===== config.mk =====
export PLATFORM = sky130hd
export DESIGN_NAME = srea_front
export DESIGN_NICKNAME = d
export VERILOG_FILES = /design/src/design/srea_pkg.sv /design/src/design/srea_front.sv
export SDC_FILE = /design/constraint.sdc
export NUM_CORES = 1
export LEC_CHECK = 0
export BUFFER_PORTS_ARGS = -buffer_cell sky130_fd_sc_hd__buf_2
export CAP_MARGIN = 30
export CORE_MARGIN = 2
export CORE_UTILIZATION = 51
export CTS_CLUSTER_DIAMETER = 120
export DETAILED_ROUTE_END_ITERATION = 8
export PLACE_DENSITY = 0.75
export SYNTH_ARGS = -nofsm -noshare
export SYNTH_HDL_FRONTEND = slang
export SYNTH_SLANG_ARGS = --single-unit

===== constraint.sdc =====
create_clock -name clk -period 2.7 [get_ports clk]
set_input_delay 0.405 -clock clk [delete_from_list [all_inputs] [get_ports clk]]
set_output_delay 0.405 -clock clk [all_outputs]
set_load 0.01 [all_outputs]

===== src/design/srea_pkg.sv =====
// srea_pkg: shared types and constants of the sparse row embedding aggregate
// command codes, register indexes, request and result records
// no dependencies
package srea_pkg;

  localparam logic [1:0] CMD_LOAD    = 2'd0;
  localparam logic [1:0] CMD_SPARSE  = 2'd1;
  localparam logic [1:0] CMD_ROW_END = 2'd2;
  localparam logic [1:0] CMD_UNUSED  = 2'd3;

  localparam logic [1:0] CFG_MEAN_MODE  = 2'd0;
  localparam logic [1:0] CFG_ACTIVE_DIM = 2'd1;

  localparam int ACC_W  = 40;
  localparam int WT_W   = 28;
  localparam int PROD_W = 32;
  localparam int DIV_W  = 42;
  localparam int QDEPTH = 4;
  localparam int QPTR_W = 2;

  typedef struct packed {
    logic [1:0]         command;
    logic [9:0]         node_index;
    logic [5:0]         element_index;
    logic signed [15:0] table_value;
    logic signed [15:0] edge_weight;
  } item_t;

  typedef struct packed {
    logic signed [15:0] value;
    logic [5:0]         element;
    logic               last_element;
    logic               zero_weight_sum;
    logic               saturated;
  } result_t;

endpackage


===== src/design/srea_front.sv =====
// srea_front: request intake, drops unused commands and queues the rest
// a short queue decouples intake from the execution engine
// depends on srea_pkg
module srea_front (
  input  logic           clk,
  input  logic           rst_n,
  input  logic           in_push,
  output logic           in_full,
  input  srea_pkg::item_t in_item,
  output logic           q_empty,
  input  logic           q_pop,
  output srea_pkg::item_t q_head
);
  import srea_pkg::*;

  item_t               mem_r [QDEPTH];
  logic [QPTR_W-1:0]   wp_r, rp_r;
  logic [QPTR_W:0]     cnt_r;
  logic                wr, rd;

  assign in_full = (cnt_r == (QPTR_W+1)'(QDEPTH));
  assign q_empty = (cnt_r == '0);
  assign q_head  = mem_r[rp_r];
  // command three is taken and then forgotten
  assign wr = in_push && !in_full && (in_item.command != CMD_UNUSED);
  assign rd = q_pop && !q_empty;

  always_ff @(posedge clk) begin
    if (wr) mem_r[wp_r] <= in_item;
  end

  always_ff @(posedge clk) begin
    if (!rst_n) begin
      wp_r  <= '0;
      rp_r  <= '0;
      cnt_r <= '0;
    end else begin
      if (wr) wp_r <= wp_r + 1'b1;
      if (rd) rp_r <= rp_r + 1'b1;
      if (wr && !rd) cnt_r <= cnt_r + 1'b1;
      else if (rd && !wr) cnt_r <= cnt_r - 1'b1;
    end
  end

endmodule


==> out/qor.txt <==
Fmax achieved: 0.4091 GHz
Crit path DAT: 2.04 ns
Grt ovf: 0
TritonRoute pass-1 iters: 4
Worst-path clk slew: 0.06 ns
Pleak: 0.003082 µW
Die area: 0.01613 mm²
Worst hold start: in_item[30]
CP max-delay cell: dfxtp_4
Vias in the first global route: 3706
Fin util: 62.38%
Die H: 127.0 µm
Minimum clock period: 2.445 ns
Synth Cell Area: 0.007717 mm²
Average cell area after synthesis: 24.89 µm²
CP Data Required Time: 2.30 ns
Clock root cell: clkbuf_16
Die Span X: 127.0 µm
Status: finished, final reports clean
GR Util met1: 22.34%
Clock Power Share: 30.9%
Worst Setup Start Kind: flip-flop
Synth Net Count: 370
ANT nets after route: 0
Relative slew slack: 63.36%
Period utilisation layout: 90.54%
VDD IR max: 0.0005658 V
DR iter-0 viols: 223
Area leader, netlist: edfxtp_1
Htree depth: 1
Top delay family on crit path: flip-flops
Setup violators final: 0
GRT Util Overall: 16.30%
Core ar.: 0.01464 mm²
Antenna violations before repair: 1
Largest net degree at the start of global routing: 37
Comb power frac: 21.2%
Crit-path max cell delay: 0.59 ns
Syn Inst Count: 310
WHS: 0.1447 ns
Final slew viol count: 0
CP Max Fanout: 21
Flops & latches, synth: 209
RSZ-0062 raised after global routing: no
Post-CTS Hold Buffers: 0
Cts bufs inserted: 21
Sink Count: 209
WP buf/inv: 2
Share of cells above drive strength 1: 44.12%
Tot Pwr: 8348 µW
HP Class: input port to flip-flop
Seq/Total Area, Yosys: 80.16%
Post-layout nets: 498
Grt met3 use: 3.308%
Bufs on Longest Clock Path: 3
CP endpoint kind: output port
Clock latency at the later pin of the worst-skew pair: 0.47 ns
Final worst-path setup slack: 0.2554 ns
DR WL/cell: 20.12 µm
Routed wire length: 12800 µm
CTS tree: done
Final HPWL DP: 7796 µm
Flop pwr share: 47.9%
Busiest metal layer after global routing: met2
Fin. Hold Viols: 0
Number of max-cap violations: 0
Effective utilization at floorplan: 52.70%
Final Wtd Congestion: 0.7490
Vias per std cell: 5.439
Worst Setup Path Type: flip-flop to output port
Area grow syn2layout: 18.37%
Worst slew pin tran: 0.5496 ns
Crit-path cells: buf_12 > mux4_2 > buf_2
Row Count: 44
Switch share: 24.70%
Net switching power: 2062 µW
Synth warn: 0
Setup TNS: 0 ns
Fillers: 1007
I/O Buffers: 105
Post-CTS Setup Inserts: 0
Global-route wire length before repair: 19950 µm
Worst slack, placed: 0.3279 ns
Crit Reg-Reg Startpoint: cnt_r[0]$_SDFFE_PN0P_
Internal power: 6286 µW
Vias: 3459
Met2 usage: 27.01%
Leading cell type in the layout, fill and taps excluded: edfxtp_1
Yosys top cell area share: 77.82%
Layout Skew: 0.006957 ns
Most frequent cells in the layout: edfxtp_1, buf_2, mux4_2, clkbuf_16, clkbuf_1
Residual DRC count: 0
Largest cells by area after synthesis: edfxtp_1, mux4_2, dfxtp_1, ha_1, buf_6
Distinct cells, synth: 24
Post_cts resized: 0
Power per cell area: 913.8 mW/mm²
I/O pin count: 106
[worst paths after layout]
kind	end	slack [ns]	cells after the start
worst max-delay path	q_head[15]	0.26	3
worst min-delay path	mem_r[3][30]$_DFFE_PP_	0.14	1
worst max register to register	cnt_r[2]$_SDFFE_PN0P_	0.31	8
worst min register to register	wp_r[1]$_SDFFE_PN0P_	0.52	2
[power by group through the flow]
stage	registers [µW]	logic (µW)	clock network, µW
final	4000	1770	2580
after detailed placement	4070	1800	0
after global placement	4050	1780	0
after global routing	4030	1920	2780
after CTS	4000	1820	2670
after floorplan	3980	1280	0
[layer usage]
metal | wire (µm) | part of all wire (%)
met1 | 5438 | 42
met5 | 0 | 0
met3 | 744 | 5.8
met2 | 6402 | 50
met4 | 214 | 1.7
[through the flow]
step | cells | area [µm²]
6_report | 636 | 9135
5_1_grt | 635 | 9133
4_1_cts | 635 | 9133
3_5_place_dp | 599 | 8524
3_3_place_gp | 599 | 8524
2_1_floorplan | 310 | 7717
[registers in the layout (all words and copies together), names as in the netlist, named ones only]
name   flops
wp_r       2
mem_r    200
rp_r       2
cnt_r      3
[worst reg2reg max path: stages, from the launching register on]
cell and delay, ns:
dfxtp_1 0.49, nor3b_2 0.12, a211oi_4 0.39, ha_1 0.26
inv_1 0.06, fa_1 0.37, xor2_1 0.16, or3_1 0.30
a21boi_0 0.16
[final cells by class]
type,instances,area (µm²),area share [%]
multi-input combinational,84,1428,15.63
sequential,209,6191,67.77
inverter,4,15.01,0.1644
clock inverter,4,41.29,0.4520
tap,184,230.2,2.520
clock buffer,32,566.8,6.205
timing repair buffer,118,660.6,7.232
antenna,1,2.502,0.02739
[kinds of logic after synthesis]
| kind of cell | Yosys count | synth area share, % |
|---|---|---|
| AOI/OAI and AO/OA | 5 | 0.6971 |
| xor gates and xnor gates | 4 | 0.4540 |
| adders and majority gates | 6 | 1.070 |
| buffers and inverters | 17 | 1.410 |
| DFF | 209 | 80.16 |
| muxes | 53 | 14.98 |
| and+or+nand+nor | 16 | 1.232 |
[cell usage after synthesis (all sizes together)]
cell	n
edfxtp	200
mux4	50
buf	12
dfxtp	9
and2	8
ha	5
inv	4
nand2	4
mux2i	3
xnor2	3
a211oi	1
a21boi	1
clkbuf	1
fa	1
nor2b	1
nor3	1
nor3b	1
o21ai	1
o311ai	1
o31ai	1
or3	1
xor2	1
Power figures use the tool's default switching activity.
