### src/design/srea_pkg.sv
// srea_pkg: shared types and constants of the sparse row embedding aggregate
// command codes, register indexes, request and result records
// no dependencies
package srea_pkg;

  localparam logic [1:0] CMD_LOAD    = 2'd0;
  localparam logic [1:0] CMD_SPARSE  = 2'd1;
  localparam logic [1:0] CMD_ROW_END = 2'd2;
  localparam logic [1:0] CMD_UNUSED  = 2'd3;

  localparam logic [1:0] CFG_MEAN_MODE  = 2'd0;
  localparam logic [1:0] CFG_ACTIVE_DIM = 2'd1;

  localparam int ACC_W  = 40;
  localparam int WT_W   = 28;
  localparam int PROD_W = 32;
  localparam int DIV_W  = 42;
  localparam int QDEPTH = 4;
  localparam int QPTR_W = 2;

  typedef struct packed {
    logic [1:0]         command;
    logic [9:0]         node_index;
    logic [5:0]         element_index;
    logic signed [15:0] table_value;
    logic signed [15:0] edge_weight;
  } item_t;

  typedef struct packed {
    logic signed [15:0] value;
    logic [5:0]         element;
    logic               last_element;
    logic               zero_weight_sum;
    logic               saturated;
  } result_t;

endpackage

### src/design/srea_ofifo.sv
// srea_ofifo: two-entry result queue towards the consumer
// lets the engine keep working while a result waits to be taken
// depends on srea_pkg
module srea_ofifo (
  input  logic             clk,
  input  logic             rst_n,
  input  logic             push,
  output logic             full,
  input  srea_pkg::result_t din,
  output logic             empty,
  input  logic             pop,
  output srea_pkg::result_t dout
);
  import srea_pkg::*;

  result_t     mem_r [2];
  logic        wp_r, rp_r;
  logic [1:0]  cnt_r;
  logic        wr, rd;

  assign full  = (cnt_r == 2'd2);
  assign empty = (cnt_r == 2'd0);
  assign dout  = mem_r[rp_r];
  assign wr    = push && !full;
  assign rd    = pop && !empty;

  always_ff @(posedge clk) begin
    if (wr) mem_r[wp_r] <= din;
  end

  always_ff @(posedge clk) begin
    if (!rst_n) begin
      wp_r  <= 1'b0;
      rp_r  <= 1'b0;
      cnt_r <= 2'd0;
    end else begin
      if (wr) wp_r <= ~wp_r;
      if (rd) rp_r <= ~rp_r;
      if (wr && !rd) cnt_r <= cnt_r + 2'd1;
      else if (rd && !wr) cnt_r <= cnt_r - 2'd1;
    end
  end

endmodule

### config.mk
export PLATFORM = sky130hd
export DESIGN_NAME = srea_ofifo
export DESIGN_NICKNAME = d
export VERILOG_FILES = /design/src/design/srea_pkg.sv /design/src/design/srea_ofifo.sv
export SDC_FILE = /design/constraint.sdc
export NUM_CORES = 1
export LEC_CHECK = 0
export BUFFER_PORTS_ARGS = -buffer_cell sky130_fd_sc_hd__buf_4
export CAP_MARGIN = 20
export CORE_MARGIN = 3
export CORE_UTILIZATION = 35
export DETAILED_ROUTE_END_ITERATION = 8
export GPL_TIMING_DRIVEN = 1
export PLACE_DENSITY = 0.62
export SYNTH_ARGS = -nofsm -noshare
export SYNTH_HDL_FRONTEND = slang
export SYNTH_SLANG_ARGS = --single-unit
export TNS_END_PERCENT = 1
### constraint.sdc
create_clock -name clk -period 1.8 [get_ports clk]
set_input_delay 0.27 -clock clk [delete_from_list [all_inputs] [get_ports clk]]
set_output_delay 0.27 -clock clk [all_outputs]
set_load 0.02 [all_outputs]
==> flow_summary.toml <==
[route]
route.vias.total = 1089
post-route-drc-count = 0
detail_route.vias_per_cell = 4.58
drt-initial-drc-count = 27
detailedRoute.firstPassIterationCount = 4
detail_route.wl_per_cell_um = 15.1
antenna_left = 0
routed_wl_um = 3590

[sta]
hold-worst-slack_ps = 158
fin_ws_ps = 112
rsz_0062_raised_after_global_routing = "false"
final_max_slew_viol_count = 0
final-setup-viol-count = 0
fmaxAchievable_ghz = 0.592
timing.max_slew.rel_slack_pct = 75.6
final.setup.tns_ps = 0
period_minus_slack_ps = 1690
worst_slew_pin_slew_ps = 365
finalHoldViolCount = 0
final.period_utilization_pct = 93.8
skew_ps = 8.30

[power_and_ir_drop]
internal_power_mw = 2.51
vdd.ir_drop.worst_v = 0.000604
share_comb_of_total_power_pct = 35.9
p_leak_nw = 0.995
power_switching_mw = 1.09
power.share.switching_pct = 30.2
power.density_mw_per_mm2 = 1350
clock_group_share_of_total_power_pct = 17.3
p_seq_share_pct = 46.9

[clock_network]
clock_sinks = 55
tritoncts = "yes"
cts_root_buf = "clkbuf_8"
cts-root-to-sink-buffers = 2
postCtsSetupRepairBufs = 0
number_of_h_tree_levels = 2
tritoncts.num_buffers = 5
clk_pin_slew_ps = 90
insertion_delay_ps = 290

[setup_path]
cp_data_required_time_ps = 1530
max_stage_delay_ps = 410
critical_path_arrival_ps = 1420
critical_path_cell_by_cell = "buf_12 -> mux2_2 -> buf_4"
startpoint_type_of_the_worst_setup_path = "flop"
crit_path_max_fanout = 21
worstPathBufferInverterCount = 2
critical_path.endpoint_type = "primary output"
type_of_the_worst_setup_path = "flop to primary output"
crit_path_top_delay_cell = "dfxtp_2"
critical-path-top-delay-family = "flip-flops"

[placed_design]
gpl.final_weighted_congestion = 0.664
placement.io_buffers = 55
post-dp-hpwl_um = 2560
place_worst_setup_slack_ps = 171

[worst_hold_path]
worst_hold_path_type = "input port to flop"

[synthesis]
syn-instance-count = 103
yosysWarnings = 0
synth_cell_type_count = 21
synth_area_mm2 = 0.00204
seq_area_frac_synth_pct = 78.6
synth.net_count = 133
yosys_register_bits = 55
syn-mean-instance-area_um2 = 19.8

[final_layout]
multi_input_area_um2 = 414
num_antenna_cells = 0
fraction_of_final_layout_cells_sized_beyond_drive_strength_1_pct = 55.4
numnets_final = 195
layout-area-overhead-vs-synth_pct = 31.0
sequential_cell_area_mm2 = 0.00160
postLayoutCoreUtil_pct = 47.9
n_fill_cell = 493

[run]
drv_cap = 0

[global_route]
grt_first_pass_wirelength_um = 5510
globalRouteOverflowTotal = 0
number_of_antenna_violations_at_the_first_check_in_global_routing = 0
grt.total_usage_pct = 11.3
grt_max_degree = 23
via_count_of_the_first_global_routing_pass = 1162

[floorplanning]
chipHeight_um = 82.3
core-area_mm2 = 0.00557
die_area_mm2 = 0.00677
start_util_pct = 36.5
ioPinCount = 56
num_rows = 27
floorplan.die.width_um = 82.3

[outcome]
run_status = "complete, no violations"
per-layer routing:
metal | wire length [µm] | share of wire, % | up-vias | track usage (%)
li1 | - | - | 515 | -
met1 | 1440 | 40 | 529 | 13.0
met2 | 1830 | 51 | 39 | 19.2
met3 | 263 | 7.3 | 6 | 4.12
met4 | 47 | 1.3 | 0 | 3.99
met5 | 0 | 0 | - | 0
cell usage in the layout, fill, tap and decap left out, types with 2 or more instances in the layout:
cell type,count
edfxtp_1,50
buf_12,3
dfxtp_1,4
xnor2_1,2
buf_4,55
and2_1,3
clkbuf_1,2
nor2_1,2
clkbuf_8,5
mux2_2,25
repair_timing:
item	4_1_cts	5_1_grt
gates resized for setup	1	0
endpoints found under the setup margin	1	0
hold buffers	0	0
registers in the layout, indices dropped and copies added, names as in the netlist, named ones only:
name	flops
mem_r	50
cnt_r	2
wp_r	1
rp_r	1
layout make-up:
cell class	instances	share of cell area (%)
inverters	2	0.281
clock inverters	1	0.188
multi-input cells	43	15.5
repair buffers	58	17.7
flip-flops and latches	55	60.1
clock buffers	7	2.86
well taps	72	3.38
path summary, 6_finish.rpt:
check,from,end,slack [ps],cells past startpoint
max,flop,dout[9],110,3
min,din[9],mem_r[0][9],160,1
max reg2reg,cnt_r[0],cnt_r[1],150,6
min reg2reg,cnt_r[1],cnt_r[1],540,2
kinds of logic (layout without fill, tap and decap cells):
logic type	Yosys count	count (layout)	share of synthesized area (%)
AND/OR/NAND/NOR	9	9	2.70
XOR/XNOR	3	3	1.29
multiplexers	25	25	13.8
adder cells (fa/ha/maj)	1	1	0.614
buffers and inverters	5	68	1.35
flip-flops	55	55	78.6
AO/OA/AOI/OAI	5	5	1.60
power by group through the flow:
stage / registers [mW] / logic (mW) / clock network [mW]
5_1_grt: 1.71 / 1.40 / 0.708
3_3_place_gp: 1.70 / 1.28 / 0
6_report: 1.69 / 1.29 / 0.622
4_1_cts: 1.69 / 1.32 / 0.654
3_5_place_dp: 1.72 / 1.31 / 0
2_1_floorplan: 1.69 / 0.802 / 0
synthesized netlist by cell type:
library cell | n | area [µm²]
nor3_2 | 1 | 10.0
inv_1 | 1 | 3.75
and2_1 | 3 | 18.8
o21a_1 | 1 | 7.51
buf_4 | 2 | 15.0
a21boi_1 | 1 | 7.51
and3_1 | 1 | 6.26
a21boi_0 | 1 | 7.51
edfxtp_1 | 50 | 1500
o21ai_1 | 1 | 5.00
mux2_2 | 25 | 282
ha_1 | 1 | 12.5
xor2_1 | 1 | 8.76
inv_2 | 1 | 3.75
buf_2 | 1 | 5.00
o21ai_0 | 1 | 5.00
or3_1 | 1 | 6.26
nand2b_1 | 1 | 6.26
dfxtp_1 | 5 | 100
xnor2_1 | 2 | 17.5
nor2_1 | 2 | 7.51
through the flow:
stage | instances | power, mW | instance area, µm²
global route | 238 | 3.81 | 2670
finish | 238 | 3.60 | 2670
floorplan | 103 | 2.49 | 2040
CTS | 238 | 3.66 | 2670
global placement | 230 | 2.98 | 2590
detailed placement | 230 | 3.03 | 2590
Power figures use the tool's default switching activity.
